`src/design/smsv_pkg.sv`:
```
package smsv_pkg;

	// Pixel and counter widths
	localparam int unsigned PIX_W = 24;
	localparam int unsigned CNT_W = 11;
	localparam int unsigned PCT_W = 7;
	localparam int unsigned CFG_W = 11;
	localparam int unsigned CFG_IDX_W = 2;

	// Counter ceiling: the smaller of the sample budget and the hard cap
	localparam int unsigned MAX_SAMPLES = 1024;
	localparam int unsigned ABS_SAMPLE_CAP = 1024;

	// Register reset values
	localparam logic [CNT_W-1:0] MIN_COMPARED_RST = CNT_W'(16);
	localparam logic [CNT_W-1:0] MIN_INFORMATIVE_RST = CNT_W'(8);
	localparam logic [PCT_W-1:0] OVERALL_PCT_RST = PCT_W'(90);
	localparam logic [PCT_W-1:0] TEXTURED_PCT_RST = PCT_W'(90);

	// Register indexes
	typedef enum logic [CFG_IDX_W-1:0] {
		CFG_MIN_COMPARED = 2'd0,
		CFG_MIN_INFORMATIVE = 2'd1,
		CFG_OVERALL_PERCENT = 2'd2,
		CFG_TEXTURED_PERCENT = 2'd3
	} smsv_cfg_idx_t;

	// Verdict codes, in test priority order
	typedef enum logic [2:0] {
		VERDICT_ACCEPT = 3'd0,
		VERDICT_FEW_SAMPLES = 3'd1,
		VERDICT_LOW_TEXTURE = 3'd2,
		VERDICT_OVERALL_MISMATCH = 3'd3,
		VERDICT_TEXTURED_MISMATCH = 3'd4
	} smsv_verdict_t;

	// One sample request
	typedef struct packed {
		logic             sample_present;
		logic [PIX_W-1:0] old_center;
		logic [PIX_W-1:0] old_right;
		logic [PIX_W-1:0] old_down;
		logic [PIX_W-1:0] new_center;
		logic [PIX_W-1:0] new_right;
		logic [PIX_W-1:0] new_down;
		logic             last_sample;
	} smsv_in_t;

	// One pass result
	typedef struct packed {
		logic [CNT_W-1:0] compared_count;
		logic [CNT_W-1:0] matched_count;
		logic [CNT_W-1:0] textured_count;
		logic [CNT_W-1:0] textured_matched;
		logic [2:0]       verdict;
	} smsv_out_t;

	// Running pass totals
	typedef struct packed {
		logic [CNT_W-1:0] compared;
		logic [CNT_W-1:0] matched;
		logic [CNT_W-1:0] textured;
		logic [CNT_W-1:0] textured_matched;
	} smsv_counts_t;

endpackage

```
`src/design/scroll_motion_sample_verifier_top.sv`:
```
// Channel  | Signals                              | Moves
// ---------+--------------------------------------+------------------------------
// sample   | sample_valid, sample_stall, sample   | one sample pair or closer in
// result   | result_valid, result_stall, result   | counts and verdict per pass
// cfg      | cfg_we, cfg_index, cfg_data          | register writes, no read-back
//
// One sample request is taken per cycle while sample_stall is low. A closing request
// passes the input register, then the count stage, then the verdict/output register.
// Reset clears the counters, the valid bits and the registers to their defaults.
// Only result_stall holds back the sample side: intake stops when a closing request
// waits in the input register behind a full count stage and a stalled output.
module scroll_motion_sample_verifier_top (
	input  logic                                clk,
	input  logic                                arst_n,
	input  logic                                sample_valid,
	output logic                                sample_stall,
	input  smsv_pkg::smsv_in_t                  sample,
	output logic                                result_valid,
	input  logic                                result_stall,
	output smsv_pkg::smsv_out_t                 result,
	input  logic                                cfg_we,
	input  logic [smsv_pkg::CFG_IDX_W-1:0]      cfg_index,
	input  logic [smsv_pkg::CFG_W-1:0]          cfg_data
);
	import smsv_pkg::*;

	localparam int unsigned CNT_LIMIT_I =
		(MAX_SAMPLES < ABS_SAMPLE_CAP) ? MAX_SAMPLES : ABS_SAMPLE_CAP;
	localparam logic [CNT_W-1:0] CNT_LIMIT = CNT_W'(CNT_LIMIT_I);
	localparam int unsigned PROD_W = CNT_W + PCT_W;
	localparam logic [PROD_W-1:0] PCT_FULL = PROD_W'(100);

	// Saturating increment
	function automatic logic [CNT_W-1:0] bump(input logic [CNT_W-1:0] c);
		return (c < CNT_LIMIT) ? c + CNT_W'(1) : c;
	endfunction

	// num/den >= pct/100, never met with an empty denominator
	function automatic logic pct_ok(input logic [CNT_W-1:0] num,
			input logic [CNT_W-1:0] den, input logic [PCT_W-1:0] pct);
		logic [PROD_W-1:0] lhs;
		logic [PROD_W-1:0] rhs;
		lhs = PROD_W'(num) * PCT_FULL;
		rhs = PROD_W'(den) * PROD_W'(pct);
		return (den != '0) && (lhs >= rhs);
	endfunction

	logic [CNT_W-1:0] min_compared_q;
	logic [CNT_W-1:0] min_informative_q;
	logic [PCT_W-1:0] overall_pct_q;
	logic [PCT_W-1:0] textured_pct_q;

	logic         valid_s1;
	smsv_in_t     sample_s1;
	smsv_counts_t cnt_q;
	smsv_counts_t cnt_next;
	logic         res_valid_s2;
	smsv_counts_t res_s2;
	logic         result_valid_q;
	smsv_out_t    result_q;

	logic          s1_go;
	logic          s2_go;
	logic          take;
	logic          match;
	logic          textured;
	smsv_verdict_t verdict;

	// Register writes
	always_ff @(posedge clk or negedge arst_n) begin
		if (!arst_n) begin
			min_compared_q <= MIN_COMPARED_RST;
			min_informative_q <= MIN_INFORMATIVE_RST;
			overall_pct_q <= OVERALL_PCT_RST;
			textured_pct_q <= TEXTURED_PCT_RST;
		end else if (cfg_we) begin
			unique case (smsv_cfg_idx_t'(cfg_index))
				CFG_MIN_COMPARED:     min_compared_q <= cfg_data;
				CFG_MIN_INFORMATIVE:  min_informative_q <= cfg_data;
				CFG_OVERALL_PERCENT:  overall_pct_q <= cfg_data[PCT_W-1:0];
				CFG_TEXTURED_PERCENT: textured_pct_q <= cfg_data[PCT_W-1:0];
				default: ;
			endcase
		end
	end

	// Flow control: stall propagates back from the output register
	assign s2_go = res_valid_s2 && (!result_valid_q || !result_stall);
	assign s1_go = valid_s1 && !(sample_s1.last_sample && res_valid_s2 && !s2_go);
	assign sample_stall = valid_s1 && !s1_go;
	assign take = sample_valid && !sample_stall;

	// Input register
	always_ff @(posedge clk or negedge arst_n) begin
		if (!arst_n) begin
			valid_s1 <= 1'b0;
		end else if (take) begin
			valid_s1 <= 1'b1;
		end else if (s1_go) begin
			valid_s1 <= 1'b0;
		end
	end

	always_ff @(posedge clk) begin
		if (take) begin
			sample_s1 <= sample;
		end
	end

	// Per-sample classification and counter update
	assign match = (sample_s1.old_center == sample_s1.new_center) &&
		(sample_s1.old_right == sample_s1.new_right) &&
		(sample_s1.old_down == sample_s1.new_down);
	assign textured = (sample_s1.old_center != sample_s1.old_right) ||
		(sample_s1.old_center != sample_s1.old_down);

	always_comb begin
		cnt_next = cnt_q;
		if (sample_s1.sample_present) begin
			cnt_next.compared = bump(cnt_q.compared);
			if (match) begin
				cnt_next.matched = bump(cnt_q.matched);
			end
			if (textured) begin
				cnt_next.textured = bump(cnt_q.textured);
				if (match) begin
					cnt_next.textured_matched = bump(cnt_q.textured_matched);
				end
			end
		end
	end

	// Counters clear after a closing request hands its totals on
	always_ff @(posedge clk or negedge arst_n) begin
		if (!arst_n) begin
			cnt_q <= '0;
		end else if (s1_go) begin
			cnt_q <= sample_s1.last_sample ? '0 : cnt_next;
		end
	end

	// Count stage: finished totals of one pass
	always_ff @(posedge clk or negedge arst_n) begin
		if (!arst_n) begin
			res_valid_s2 <= 1'b0;
		end else if (s1_go && sample_s1.last_sample) begin
			res_valid_s2 <= 1'b1;
		end else if (s2_go) begin
			res_valid_s2 <= 1'b0;
		end
	end

	always_ff @(posedge clk) begin
		if (s1_go && sample_s1.last_sample) begin
			res_s2 <= cnt_next;
		end
	end

	// Verdict, tests in priority order
	always_comb begin
		if (res_s2.compared < min_compared_q) begin
			verdict = VERDICT_FEW_SAMPLES;
		end else if (res_s2.textured < min_informative_q) begin
			verdict = VERDICT_LOW_TEXTURE;
		end else if (!pct_ok(res_s2.matched, res_s2.compared, overall_pct_q)) begin
			verdict = VERDICT_OVERALL_MISMATCH;
		end else if (!pct_ok(res_s2.textured_matched, res_s2.textured,
				textured_pct_q)) begin
			verdict = VERDICT_TEXTURED_MISMATCH;
		end else begin
			verdict = VERDICT_ACCEPT;
		end
	end

	// Output register
	always_ff @(posedge clk or negedge arst_n) begin
		if (!arst_n) begin
			result_valid_q <= 1'b0;
		end else if (s2_go) begin
			result_valid_q <= 1'b1;
		end else if (!result_stall) begin
			result_valid_q <= 1'b0;
		end
	end

	always_ff @(posedge clk) begin
		if (s2_go) begin
			result_q.compared_count <= res_s2.compared;
			result_q.matched_count <= res_s2.matched;
			result_q.textured_count <= res_s2.textured;
			result_q.textured_matched <= res_s2.textured_matched;
			result_q.verdict <= verdict;
		end
	end

	assign result_valid = result_valid_q;
	assign result = result_q;

endmodule

```
`config.mk`:
```
export PLATFORM = sky130hd
export DESIGN_NAME = scroll_motion_sample_verifier_top
export DESIGN_NICKNAME = d
export VERILOG_FILES = /design/src/design/smsv_pkg.sv /design/src/design/scroll_motion_sample_verifier_top.sv
export SDC_FILE = /design/constraint.sdc
export NUM_CORES = 1
export LEC_CHECK = 0
export BUFFER_PORTS_ARGS = -buffer_cell sky130_fd_sc_hd__buf_2
export CAP_MARGIN = 20
export CORE_MARGIN = 2
export CORE_UTILIZATION = 45
export DETAILED_ROUTE_END_ITERATION = 7
export RECOVER_POWER = 100
export SYNTH_ARGS = -nofsm -noshare
export SYNTH_HDL_FRONTEND = slang
export SYNTH_SLANG_ARGS = --single-unit
```
`constraint.sdc`:
```
create_clock -name clk -period 14.86 [get_ports clk]
set_clock_uncertainty 0.05 [all_clocks]
set_input_delay 3.715 -clock clk [delete_from_list [all_inputs] [get_ports clk]]
set_output_delay 3.715 -clock clk [all_outputs]
set_load 0.05 [all_outputs]
```
* After elaboration in Yosys (flattened, before gate mapping)
Index checks and enable logic that the tools add are counted.
Word-level totals: register bits 320, latch bits 0, bits in writable memories 0, memory bits (read-only) 0, input port bits 164, output and inout bits 49, word-level logic and storage cells 102, memories kept 0
Cells by class: add/sub/neg operators 4, multiply operators 4, div/mod/pow operators 0, $lt $le $gt $ge 8, equality and inequality tests 9, shift-type cells 0, mux-type cells 18, bitwise operators 1, reductions and logical operators 29
Operator list (number):
- $mux 44 | 2
- $eq 24x24->1 | 3
- $mux 11 | 6
- $ne 24x24->1 | 2
- $add 11x1->11 const B | 4
- $lt 11x11->1 const B | 4
- $ge 18x18->1 | 2
- $mul 11x7->18 | 2
- $mul 11x5->16 const B | 2
- $lt 11x11->1 | 2
- $mux 22 | 1
- $reduce_bool 11->1 | 2
- $logic_and 1x1->1 | 11
- $reduce_and 2->1 | 4
- $logic_not 1->1 | 6
- $mux 1 | 6
- $eq 2x2->1 const B | 2
- $mux 2 | 2
- $reduce_bool 2->1 | 2
- $mux 3 | 1
- $reduce_or 3->1 | 1
- $eq 2x1->1 const B | 1
- $logic_not 2->1 | 1
- $logic_or 1x1->1 | 2
- 2 further kinds | 2

* Depth between registers and ports, before layout
Gate-level depths: netlist of the first run.
word-level depth 12, mapped depth 25, depth with buffers taken out 24

* Least setup slack after synthesis of the first run
OpenSTA, ideal clock, no wires.
kind input to output, from input result_stall, to output sample_stall, data arrival time 4.288 ns, required time 11.095 ns, path slack 6.807 ns, stages 4, path through nand4_1 > inv_1 > nand2_1 > inv_1
Between the ends: word-level cells in the longest chain between the ends 9
RTL lines:
- from (decl) | line scroll_motion_sample_verifier_top.sv:19 | input logic result_stall,
- $logic_not 1->1
- $logic_or 1x1->1 | line scroll_motion_sample_verifier_top.sv:88 | assign s2_go = res_valid_s2 && (!result_valid_q || !result_stall);
- $logic_and 1x1->1 | line scroll_motion_sample_verifier_top.sv:88
- $logic_not 1->1 | line scroll_motion_sample_verifier_top.sv:89 | assign s1_go = valid_s1 && !(sample_s1.last_sample && res_valid_s2 && !s2_go);
- $logic_and 1x1->1 | line scroll_motion_sample_verifier_top.sv:89
- $logic_not 1->1 | line scroll_motion_sample_verifier_top.sv:89
- $logic_and 1x1->1 | line scroll_motion_sample_verifier_top.sv:89
- $logic_not 1->1 | line scroll_motion_sample_verifier_top.sv:90 | assign sample_stall = valid_s1 && !s1_go;
- $logic_and 1x1->1 | line scroll_motion_sample_verifier_top.sv:90
- to (decl) | line scroll_motion_sample_verifier_top.sv:16 | output logic sample_stall,
Every way passes these cells.

* Final worst setup path of the first run
from input result_stall, to register sample_s1[81] in the netlist's numbering (enable)
Between the ends: word-level cells in the longest chain between the ends 11
RTL lines:
- $logic_not 1->1
- $logic_or 1x1->1 | line scroll_motion_sample_verifier_top.sv:88
- $logic_and 1x1->1 | line scroll_motion_sample_verifier_top.sv:88
- $logic_not 1->1 | line scroll_motion_sample_verifier_top.sv:89
- $logic_and 1x1->1 | line scroll_motion_sample_verifier_top.sv:89
- $logic_not 1->1 | line scroll_motion_sample_verifier_top.sv:89
- $logic_and 1x1->1 | line scroll_motion_sample_verifier_top.sv:89
- $logic_not 1->1 | line scroll_motion_sample_verifier_top.sv:90
- $logic_and 1x1->1 | line scroll_motion_sample_verifier_top.sv:90
- $logic_not 1->1 | line scroll_motion_sample_verifier_top.sv:91 | assign take = sample_valid && !sample_stall;
- $logic_and 1x1->1 | line scroll_motion_sample_verifier_top.sv:91
- net take | line scroll_motion_sample_verifier_top.sv:64 | logic take;
- to (signal assigned) | line scroll_motion_sample_verifier_top.sv:106 | sample_s1 <= sample;
- to (decl) | line scroll_motion_sample_verifier_top.sv:54 | smsv_in_t sample_s1;
The timed path passes the listed nets, and every way through them passes these cells. A chain may end at the register's enable or synchronous reset.

==> impl_metrics.csv, run 1 <==
group,metric,value,unit
synthesis,synth_edf_count,237,
detailed_routing,firstDrtPassIters,5,
layout,nets,2497,
synthesis,seq_area_frac_synth,0.442,
detailed_routing,drc,0,
pwr,power.leakage,10.3,nW
sta,fmax,0.0973,GHz
die,rows,78,
outcome,violations,"max-capacitance violations, max-slew violations",
setup_path,critical_path.startpoint_type,"input pin",
sta,max_slew_margin,-2.17,
placement,place.port_buffers,212,
clock_tree,clkSlewWorstSetupHoldPaths,60,ps
placement,dpl.hpwl,36200,um
clock_tree,cts-root-buf,"clkbuf_16",
setup_path,crit_chain,"clkbuf_1, nand4_1, inv_1, nand2_1, and2_0, clkbuf_1",
synthesis,synth_area_leader_cell,"edfxtp_1",
clock_tree,clockBufferDepth,3,
global_routing,antenna_found_initial,10,
pwr,report.power.total,3.80,mW
layout,synthToLayoutAreaGrowth,13.3,%
setup_path,cpPeakStageDelay,3400,ps
detailed_routing,antenna_left,0,
synthesis,syn_inst,1810,
clock_tree,cts.sinks,320,
pwr,pwr-share-clk,0.240,
die,ioPinCount,213,
sta,hold_violations,0,
clock_tree,cts_tree,"yes",
pwr,internal_power,2.35,mW
sta,maxSlewViolCount,363,
setup_path,critPathKind,"in2reg",
sta,fin_tns_setup,0,ps
pwr,netSwitchingFraction,0.381,
clock_tree,cts_buffers,37,
die,die-area,48000,um^2
detailed_routing,drt_iter0_drc,715,
global_routing,grt_max_degree,79,
detailed_routing,wirelength,47900,um
synthesis,ys_seq_elements,320,
clock_tree,clk_latency,560,ps
sta,rsz0062_at_grt,"false",
sta,tightestPinTransition,4750,ps
pwr,p_comb_frac,0.462,
global_routing,grt.total_usage,0.207,
setup_path,crit_top_cell,"clkbuf_1",
sta,finalCriticalPeriod,10280,ps
detailed_routing,vias_per_cell,5.24,
die,fp.dieW,219,um
pwr,p_switching,1.45,mW
synthesis,ys.warnings.count,0,
synthesis,synth.distinct_cells,69,
outcome,status,"finished, violations left",
clock_tree,cts_setup_buffers,0,
flow_run,max_cap_violations,8,
pwr,power.density,161,nW/um^2
placement,routabilityCongestion,0.861,
sta,fin_crit_sh,0.692,
global_routing,grt_pass1_vias,14300,
sta,setup_viol,0,
layout,drive_gt1_frac,0.116,
setup_path,crit_slowest_cell,"and2_0",
global_routing,grt_remaining_overflow,0,
pwr,ir_drop,0.000107,V
detailed_routing,post_drt_wl_per_cell,18.0,um
setup_path,worstSetupEndpointType,"flip-flop",
clock_tree,hold_buffers,0,
detailed_routing,via_count,14000,
synthesis,synth-main-ff-cell,"edfxtp_1",
clock_tree,cts_resized,0,
synthesis,synth.area.top_cells,"edfxtp_1 (34%), ha_1 (12%), fa_1 (9.6%), dfrtp_1 (8.8%), xor2_1 (4.2%)",
synthesis,synth_area,20800,um^2
setup_path,worstPathRequired,14890,ps
synthesis,post-synth-top-area-fraction,0.342,
clock_tree,h-tree-depth,2,
global_routing,grt_pass1_wl,77100,um
die,die_y,219,um
die,start_util,0.457,
die,coreArea,45600,um^2
synthesis,syn_area_per_cell,11.5,um^2
setup_path,path_max_fanout,78,
hold_path,hold_class,"reg2reg",
synthesis,syn_nets,2276,
pwr,seq_power_share,0.298,
synthesis,async_flop_share,0.259,
setup_path,arrival,10310,ps
final cells by class:
class | instances | area (um^2)
fillers | 4009 | 22000
multi-input cells | 1229 | 10600
flip-flops and latches | 320 | 9210
repair buffers | 220 | 993
clock buffers | 42 | 945
inverters | 223 | 837
well taps | 600 | 751
clock inverters | 26 | 284
diodes | 5 | 12.5
stage by stage:
stage          setup slack, ps  instances  utilization  hold slack [ps]  area, um^2
2_1_floorplan             6810       1810            -              402       20800
3_3_place_gp              6530       2591        0.495              437       22600
3_5_place_dp              6520       2591        0.495              446       22600
4_1_cts                   6500       2659        0.522              461       23800
5_1_grt                   3890       2662        0.518              479       23600
6_report                  4580       2665        0.518              459       23600
worst max-delay path, delay by kind of cell:
kind	cells	cell delay (ps)
and+or+nand+nor	3	3670
buffers and inverters	3	2880
flip-flops by register name, summed over array words and instances (netlist names), 7 cells and up:
name and flops:
sample_s1 146, result 47, res_s2 44, overall_pct_q 7
cnt_q 44, textured_pct_q 7, min_compared_q 11, min_informative_q 11
worst paths after layout:
check,startpoint,end,slack [ps],depth (start not counted)
hold / removal,min_informative_q[10],min_informative_q[10],460,1
setup / recovery,result_stall,sample_s1[81],4580,6
max in group asynchronous,arst_n,cnt_q[35],7300,3
min in group asynchronous,arst_n,min_informative_q[4],3020,1
hold reg to reg,min_informative_q[10],min_informative_q[10],460,1
setup reg to reg,sample_s1[0],sample_s1[81],7030,5
cell usage after synthesis, types with 4 or more instances:
cell type and n:
and2_1 104, and3_1 19, fa_1 100, nor2b_1 10, o31ai_1 12, o41ai_1 5, nand2_1 124, nand3_1 38
o21a_1 4, ha_1 202, nor2_1 49, nand2b_1 11, clkbuf_1 33, xor2_1 101, mux2_2 32, xnor2_1 90
a31oi_1 10, or4_1 10, a21oi_1 50, a21o_1 17, dfstp_2 10, dfrtp_1 73, edfxtp_1 237, nor4_1 30
nand4_1 26, a22o_1 6, nor3_1 25, o21ai_0 59, a211oi_1 6, inv_1 223, a2bb2oi_1 4, o211ai_1 16
a21boi_0 5, or2_2 4
routing by layer:
metal / wire (um) / share of wire / track usage / vias to the layer above
met5: 46 / 0.00096 / 0 / -
met4: 1140 / 0.024 / 0.0583 / 10
met3: 2890 / 0.060 / 0.0405 / 86
met2: 22000 / 0.46 / 0.330 / 364
met1: 21900 / 0.46 / 0.288 / 6752
li1: - / - / - / 6761
cell usage in the layout (no fill, tap or decap), drive strengths merged, types with 26 or more instances in the layout:
cell type / n
nor3: 27
nand4: 26
mux2: 32
xor2: 101
xnor2: 90
o21ai: 59
nand2: 125
inv: 225
nor2: 49
fa: 100
buf: 136
a21oi: 50
clkbuf: 126
dfrtp: 73
nand3: 39
nor4: 32
edfxtp: 237
and2: 104
ha: 202
cells by family (layout without fill, tap and decap cells):
family,after synthesis,count (layout),share of synthesized area
compound gates,233,233,0.0745
flops,320,320,0.442
other cells,0,5,0
mux,33,33,0.0178
buf+inv,261,511,0.0478
simple gates,470,470,0.120
xor+xnor,191,191,0.0803
fa+ha+maj,302,302,0.217
power groups by stage:
stage          registers (mW)  clock network, mW  logic, mW
2_1_floorplan            1.14                  0       1.35
3_3_place_gp             1.14                  0       1.70
3_5_place_dp             1.15                  0       1.77
4_1_cts                  1.13              0.937       1.78
5_1_grt                  1.14              0.973       2.05
6_report                 1.13              0.914       1.75
No activity file was read; power rests on OpenSTA's default activity.
==> run 2, diff against run 1 <==
Settings changed: ABC_AREA set to 1, PLACE_DENSITY set to 0.66.
Clock period 14.86 ns to 9.33 ns, I/O delays scaled along.
==> run 2 against run 1 <==
Against the previous run: the flow still finishes with violations (max-capacitance violations, max-slew violations); critical endpoint is now sample_s1[60]; core utilization shrank 1.0 points; critical path depth up 5; highest routed layer is now met4; wire length increased by 11%; largest power group is now sequential cells.
==> impl_metrics.csv, run 2 <==
group,metric,value,unit
outcome,status,"finished, violations left",
outcome,violations,"max-capacitance violations, max-slew violations",
die,rows,82,
setup_path,worst-path-stages,11,
setup_path,path_max_fanout,83,
global_routing,grt_pass1_wl,86300,um
placement,dpl.hpwl,41300,um
sta,rsz0062_at_grt,"false",
global_routing,grt_remaining_overflow,0,
die,ioPinCount,213,
global_routing,use_met1,0.260,
sta,fin_tns_setup,0,ps
synthesis,syn_nets,3052,
layout,largest_reg_flops,146,
sta,hold_violations,0,
sta,tightestPinTransition,3510,ps
die,die-area,51900,um^2
layout,drive_gt1_frac,0.0766,
synthesis,synth_edf_count,237,
synthesis,synth-main-ff-cell,"edfxtp_1",
setup_path,cpPeakStageDelay,2090,ps
global_routing,use_met2,0.366,
synthesis,post-synth-top-area-fraction,0.316,
detailed_routing,drc,0,
synthesis,ys_seq_elements,320,
global_routing,grt.total_usage,0.207,
global_routing,use_met3,0.0264,
layout,layout_common_cells,"nand2_1 (712), inv_1 (521), edfxtp_1 (237)",
global_routing,grt_max_degree,84,
layout,num_antenna_cells,0,
flow_run,max_cap_violations,5,
sta,maxSlewViolCount,293,
setup_path,crit_chain,"buf_2, nand2_1, inv_1, nand2_1, nor2_1, inv_1, nor2_1, inv_1, nand2_1, clkinvlp_2, clkbuf_2",
sta,finalCriticalPeriod,7090,ps
layout,final_common_cell,"nand2_1",
clock_tree,cts_tree,"yes",
placement,place.port_buffers,212,
synthesis,yosys.cell_count.top_type,"nand2_1",
detailed_routing,firstDrtPassIters,5,
sta,fmax,0.141,GHz
synthesis,seq_area_frac_synth,0.408,
setup_path,critPathKind,"in2reg",
setup_path,rr_worst_depth,28,
synthesis,ys.warnings.count,0,
setup_path,crit_family,"buffers and inverters",
global_routing,grt_pass1_vias,17000,
detailed_routing,post_drt_wl_per_cell,15.2,um
placement,routabilityCongestion,0.921,
clock_tree,clkSlewWorstSetupHoldPaths,60,ps
layout,multiInputGateArea,11100,um^2
placement,placed_area,24300,um^2
hold_path,hold_class,"reg2reg",
setup_path,crit_slowest_cell,"clkinvlp_2",
clock_tree,cts.sinks,320,
die,start_util,0.452,
synthesis,synth.area.top_cells,"edfxtp_1 (32%), nand2_1 (12%), ha_1 (11%), fa_1 (8.9%), inv_1 (8.7%)",
clock_tree,cts_buffers,38,
setup_path,path_buf_inv,6,
layout,fin_area,25300,um^2
detailed_routing,antenna_left,0,
setup_path,worstPathRequired,9180,ps
synthesis,synth.distinct_cells,52,
setup_path,worstSetupEndpointType,"flip-flop",
sta,fin_crit_sh,0.760,
clock_tree,clk_latency,580,ps
clock_tree,cts-root-buf,"clkbuf_16",
detailed_routing,drt_iter0_drc,947,
die,fp.dieW,228,um
clock_tree,cts_resized,0,
setup_path,arrival,6940,ps
synthesis,synthTopCellsByCount,"nand2_1 (711), inv_1 (521), edfxtp_1 (237), ha_1 (202), nor2_1 (142)",
pwr,power.leakage,12.9,nW
sta,setup_viol,0,
synthesis,synth_area_leader_cell,"edfxtp_1",
pwr,ir_drop,0.000143,V
die,die_y,228,um
detailed_routing,vias_per_cell,4.87,
clock_tree,clockBufferDepth,3,
pwr,power.density,194,nW/um^2
sta,max_slew_margin,-1.34,
hold_path,hold_path_depth,2,
layout,fillers,4665,
clock_tree,hold_buffers,0,
synthesis,async_flop_share,0.259,
detailed_routing,via_count,17000,
layout,synthToLayoutAreaGrowth,12.3,%
setup_path,critical_path.startpoint_type,"input pin",
layout,nets,3256,
die,coreArea,49900,um^2
layout,top_register,"sample_s1",
synthesis,syn_inst,2586,
detailed_routing,wirelength,53100,um
clock_tree,cts_setup_buffers,0,
layout,regArea,9210,um^2
global_routing,antenna_found_initial,0,
global_routing,busiest_layer,"met2",
clock_tree,h-tree-depth,2,
synthesis,syn_area_per_cell,8.72,um^2
synthesis,synth_area,22600,um^2
-- run 2: cell types whose count changed in the layout (fill, tap and decap cells not counted), moves of 25 or more --
cell / before / now
nand2_1: 125 / 712
inv_1: 222 / 521
nor2_1: 49 / 142
and2_1: 100 / 8
a21oi_1: 50 / 93
o21ai_0: 59 / 102
nand3_1: 39 / 77
xor2_1: 101 / 69
mux2_2: 31 / 0
nor4_1: 32 / 7
-- run 2: through the flow --
step                      hold WS (ps)  total power [mW]  setup slack (ps)  cells   util
after floorplan                    374              3.05              2960   2586      -
after global placement             421              3.42              3420   3422  0.487
after detailed placement           429              3.47              3270   3422  0.487
after CTS                          443              4.97              3200   3492  0.512
after global routing               450              5.28              1770   3492  0.508
final                              439              4.91              2240   3492  0.508
-- run 2: area by class of cell --
type | instances | area share
multi-input combinational | 1682 | 0.437
sequential | 320 | 0.363
inverter | 529 | 0.0784
clock buffer | 49 | 0.0416
timing repair buffer | 219 | 0.0388
tap | 672 | 0.0332
clock inverter | 21 | 0.00726
-- run 2: power breakdown --
group	internal, mW	switching (mW)	total, mW
clock network	0.861	0.619	1.48
logic	0.658	1.01	1.66
registers	1.65	0.112	1.76
total	3.17	1.74	4.91
-- run 2: cells by family (layout without fill, tap and decap cells) --
group,after synthesis,count (layout),share of synthesized area
adder cells (fa/ha/maj),302,302,0.201
flip-flops,320,320,0.408
buffers and inverters,584,818,0.0994
AO/OA/AOI/OAI,229,229,0.0546
AND/OR/NAND/NOR,1016,1016,0.185
XOR/XNOR,135,135,0.0524
-- run 2: routing by layer --
layer	up-vias	share of wire
met5	-	0
met4	0	0.032
met3	88	0.046
met2	428	0.49
met1	7967	0.43
li1	8510	-
-- run 2: path summary, 6_finish.rpt --
kind,start,to,slack (ps)
setup / recovery,result_stall,sample_s1[60],2240
hold / removal,min_informative_q[8],min_informative_q[8],440
setup reg to reg,res_s2[38],result[1],3230
hold reg to reg,min_informative_q[8],min_informative_q[8],440
max in group asynchronous,arst_n,cnt_q[3],3280
min in group asynchronous,arst_n,min_informative_q[9],2010
-- run 2: tightest hold or removal path: stages, from the launching register on --
cell	delay, ps
dfrtp_1	340
nand2_1	50
o21ai_0	60
==> run 3, diff against run 2 <==
Settings changed: PLACE_DENSITY 0.66 to unset.
Clock period 9.33 ns to 7.07 ns, I/O delays scaled along.
==> run 3 against run 2 <==
Against the previous run: the run still ends with max-capacitance violations, max-slew violations left; sequential power increased by 32%; via count decreased by 1.2%; worst hold slack got worse by 2.4 ps; final area increased by 0.22%; critical path depth increased by 18; wire length increased by 3.1%; sequential share of layout area decreased by 0.079 points; combinational power increased by 33%; die area unchanged; non-clock buffer count unchanged; first-iteration DRC count decreased by 16%; critical path type is now reg2reg; critical endpoint is now result[2].
==> impl_metrics.csv, run 3 (synthesis gave the netlist of run 2 again) <==
group,metric,value,unit
sta,max_slew_margin,-1.11,
detailed_routing,post_drt_wl_per_cell,15.7,um
setup_path,worstSetupEndpointType,"flip-flop",
global_routing,grt_max_degree,57,
layout,drive_gt1_frac,0.0762,
setup_path,cpPeakStageDelay,560,ps
clock_tree,cts-root-buf,"clkbuf_16",
layout,fin_cells,3492,
sta,fin_crit_sh,0.860,
die,start_util,0.452,
layout,top_register,"sample_s1",
clock_tree,clk_latency,570,ps
clock_tree,cts_resized,0,
sta,setup_viol,0,
clock_tree,clockBufferDepth,3,
detailed_routing,wirelength,54700,um
layout,nets,3257,
sta,fmax,0.164,GHz
pwr,ir_drop,0.000241,V
detailed_routing,drt_iter0_drc,800,
outcome,status,"finished, violations left",
setup_path,crit_top_cell,"inv_1",
detailed_routing,drc,0,
hold_path,hold_class,"reg2reg",
placement,dpl.hpwl,42700,um
clock_tree,cts_buffers,39,
clock_tree,hold_buffers,0,
flow_run,max_cap_violations,5,
sta,worst_slack,988,ps
global_routing,grt_pass1_wl,89000,um
setup_path,critical_path.startpoint_type,"flip-flop",
setup_path,worstPathRequired,7320,ps
sta,rsz0062_at_grt,"false",
die,fp.dieW,228,um
outcome,violations,"max-capacitance violations, max-slew violations",
global_routing,antenna_found_initial,0,
layout,layout_common_cells,"nand2_1 (712), inv_1 (521), edfxtp_1 (237)",
global_routing,grt.total_usage,0.215,
die,coreArea,49900,um^2
sta,tightestPinTransition,3160,ps
clock_tree,cts_setup_buffers,0,
pwr,power.leakage,12.9,nW
setup_path,path_max_fanout,10,
layout,num_antenna_cells,0,
clock_tree,cts.sinks,320,
setup_path,crit_slowest_cell,"edfxtp_1",
global_routing,grt_pass1_vias,17000,
detailed_routing,via_count,16800,
placement,dp.cells,3422,
placement,routabilityCongestion,0.947,
layout,final_common_cell,"nand2_1",
detailed_routing,firstDrtPassIters,5,
layout,largest_reg_flops,146,
die,ioPinCount,213,
sta,fin_tns_setup,0,ps
clock_tree,clkSlewWorstSetupHoldPaths,50,ps
global_routing,grt_remaining_overflow,0,
die,die-area,51900,um^2
die,rows,82,
setup_path,arrival,6340,ps
clock_tree,h-tree-depth,2,
sta,finalCriticalPeriod,6080,ps
die,die_y,228,um
pwr,power.density,259,nW/um^2
sta,hold_violations,0,
clock_tree,cts_tree,"yes",
placement,place.port_buffers,212,
detailed_routing,antenna_left,0,
placement,place_ws,1050,ps
setup_path,critPathKind,"reg2reg",
layout,synthToLayoutAreaGrowth,12.5,%
sta,maxSlewViolCount,211,
detailed_routing,vias_per_cell,4.81,
## run 3: changes by cell type in the layout (fill, tap and decap cells not counted), sizes merged
cell / delta
buf: -2
bufinv: +3
clkbuf: -1
clkinvlp: +2
inv: -2
## run 3: cell type report
type	count	area (um^2)
Clock buffer	46	1010
Inverter	529	1990
Sequential cell	320	9210
Tap cell	672	841
Fill cell	4776	24500
Clock inverter	24	288
Multi-Input combinational cell	1682	11100
Timing Repair Buffer	219	980
## run 3: critical path, delay by kind of cell (launching register included)
kind | cells | cell delay, ps
xor+xnor | 1 | 190
flops | 1 | 560
simple gates | 7 | 650
fa+ha+maj | 6 | 2640
buf+inv | 8 | 420
compound gates | 7 | 1320
## run 3: path summary, 6_finish.rpt
kind                                 startpoint              endpoint  slack (ps)  cells past startpoint
max                                  res_s2[38]             result[2]         990                     29
min                        min_informative_q[4]  min_informative_q[4]         440                      2
max reg2reg                          res_s2[38]             result[2]         990                     29
min reg2reg                min_informative_q[4]  min_informative_q[4]         440                      2
max in group asynchronous                arst_n             cnt_q[39]        1490                      2
min in group asynchronous                arst_n  min_informative_q[0]        1700                      1
## run 3: through the flow
stage	total power, mW	hold WS [ps]	utilization	area (um^2)
CTS	6.69	440	0.513	25600
global placement	4.55	416	0.487	24300
floorplan	4.02	374	-	22600
detailed placement	4.60	427	0.487	24300
finish	6.58	437	0.509	25400
global route	7.09	457	0.509	25400
## run 3: layer usage
layer | vias up | share of wire | global-route usage
met2 | 380 | 0.49 | 0.372
li1 | 8509 | - | -
met4 | 0 | 0.025 | 0.0625
met1 | 7831 | 0.45 | 0.283
met5 | - | 0 | 0
met3 | 74 | 0.042 | 0.0291
## run 3: power breakdown
group          switching, mW  total [mW]  internal (mW)
logic                   1.34        2.21          0.869
registers              0.148        2.33           2.18
clock network          0.827        2.04           1.22
total                   2.32        6.58           4.26
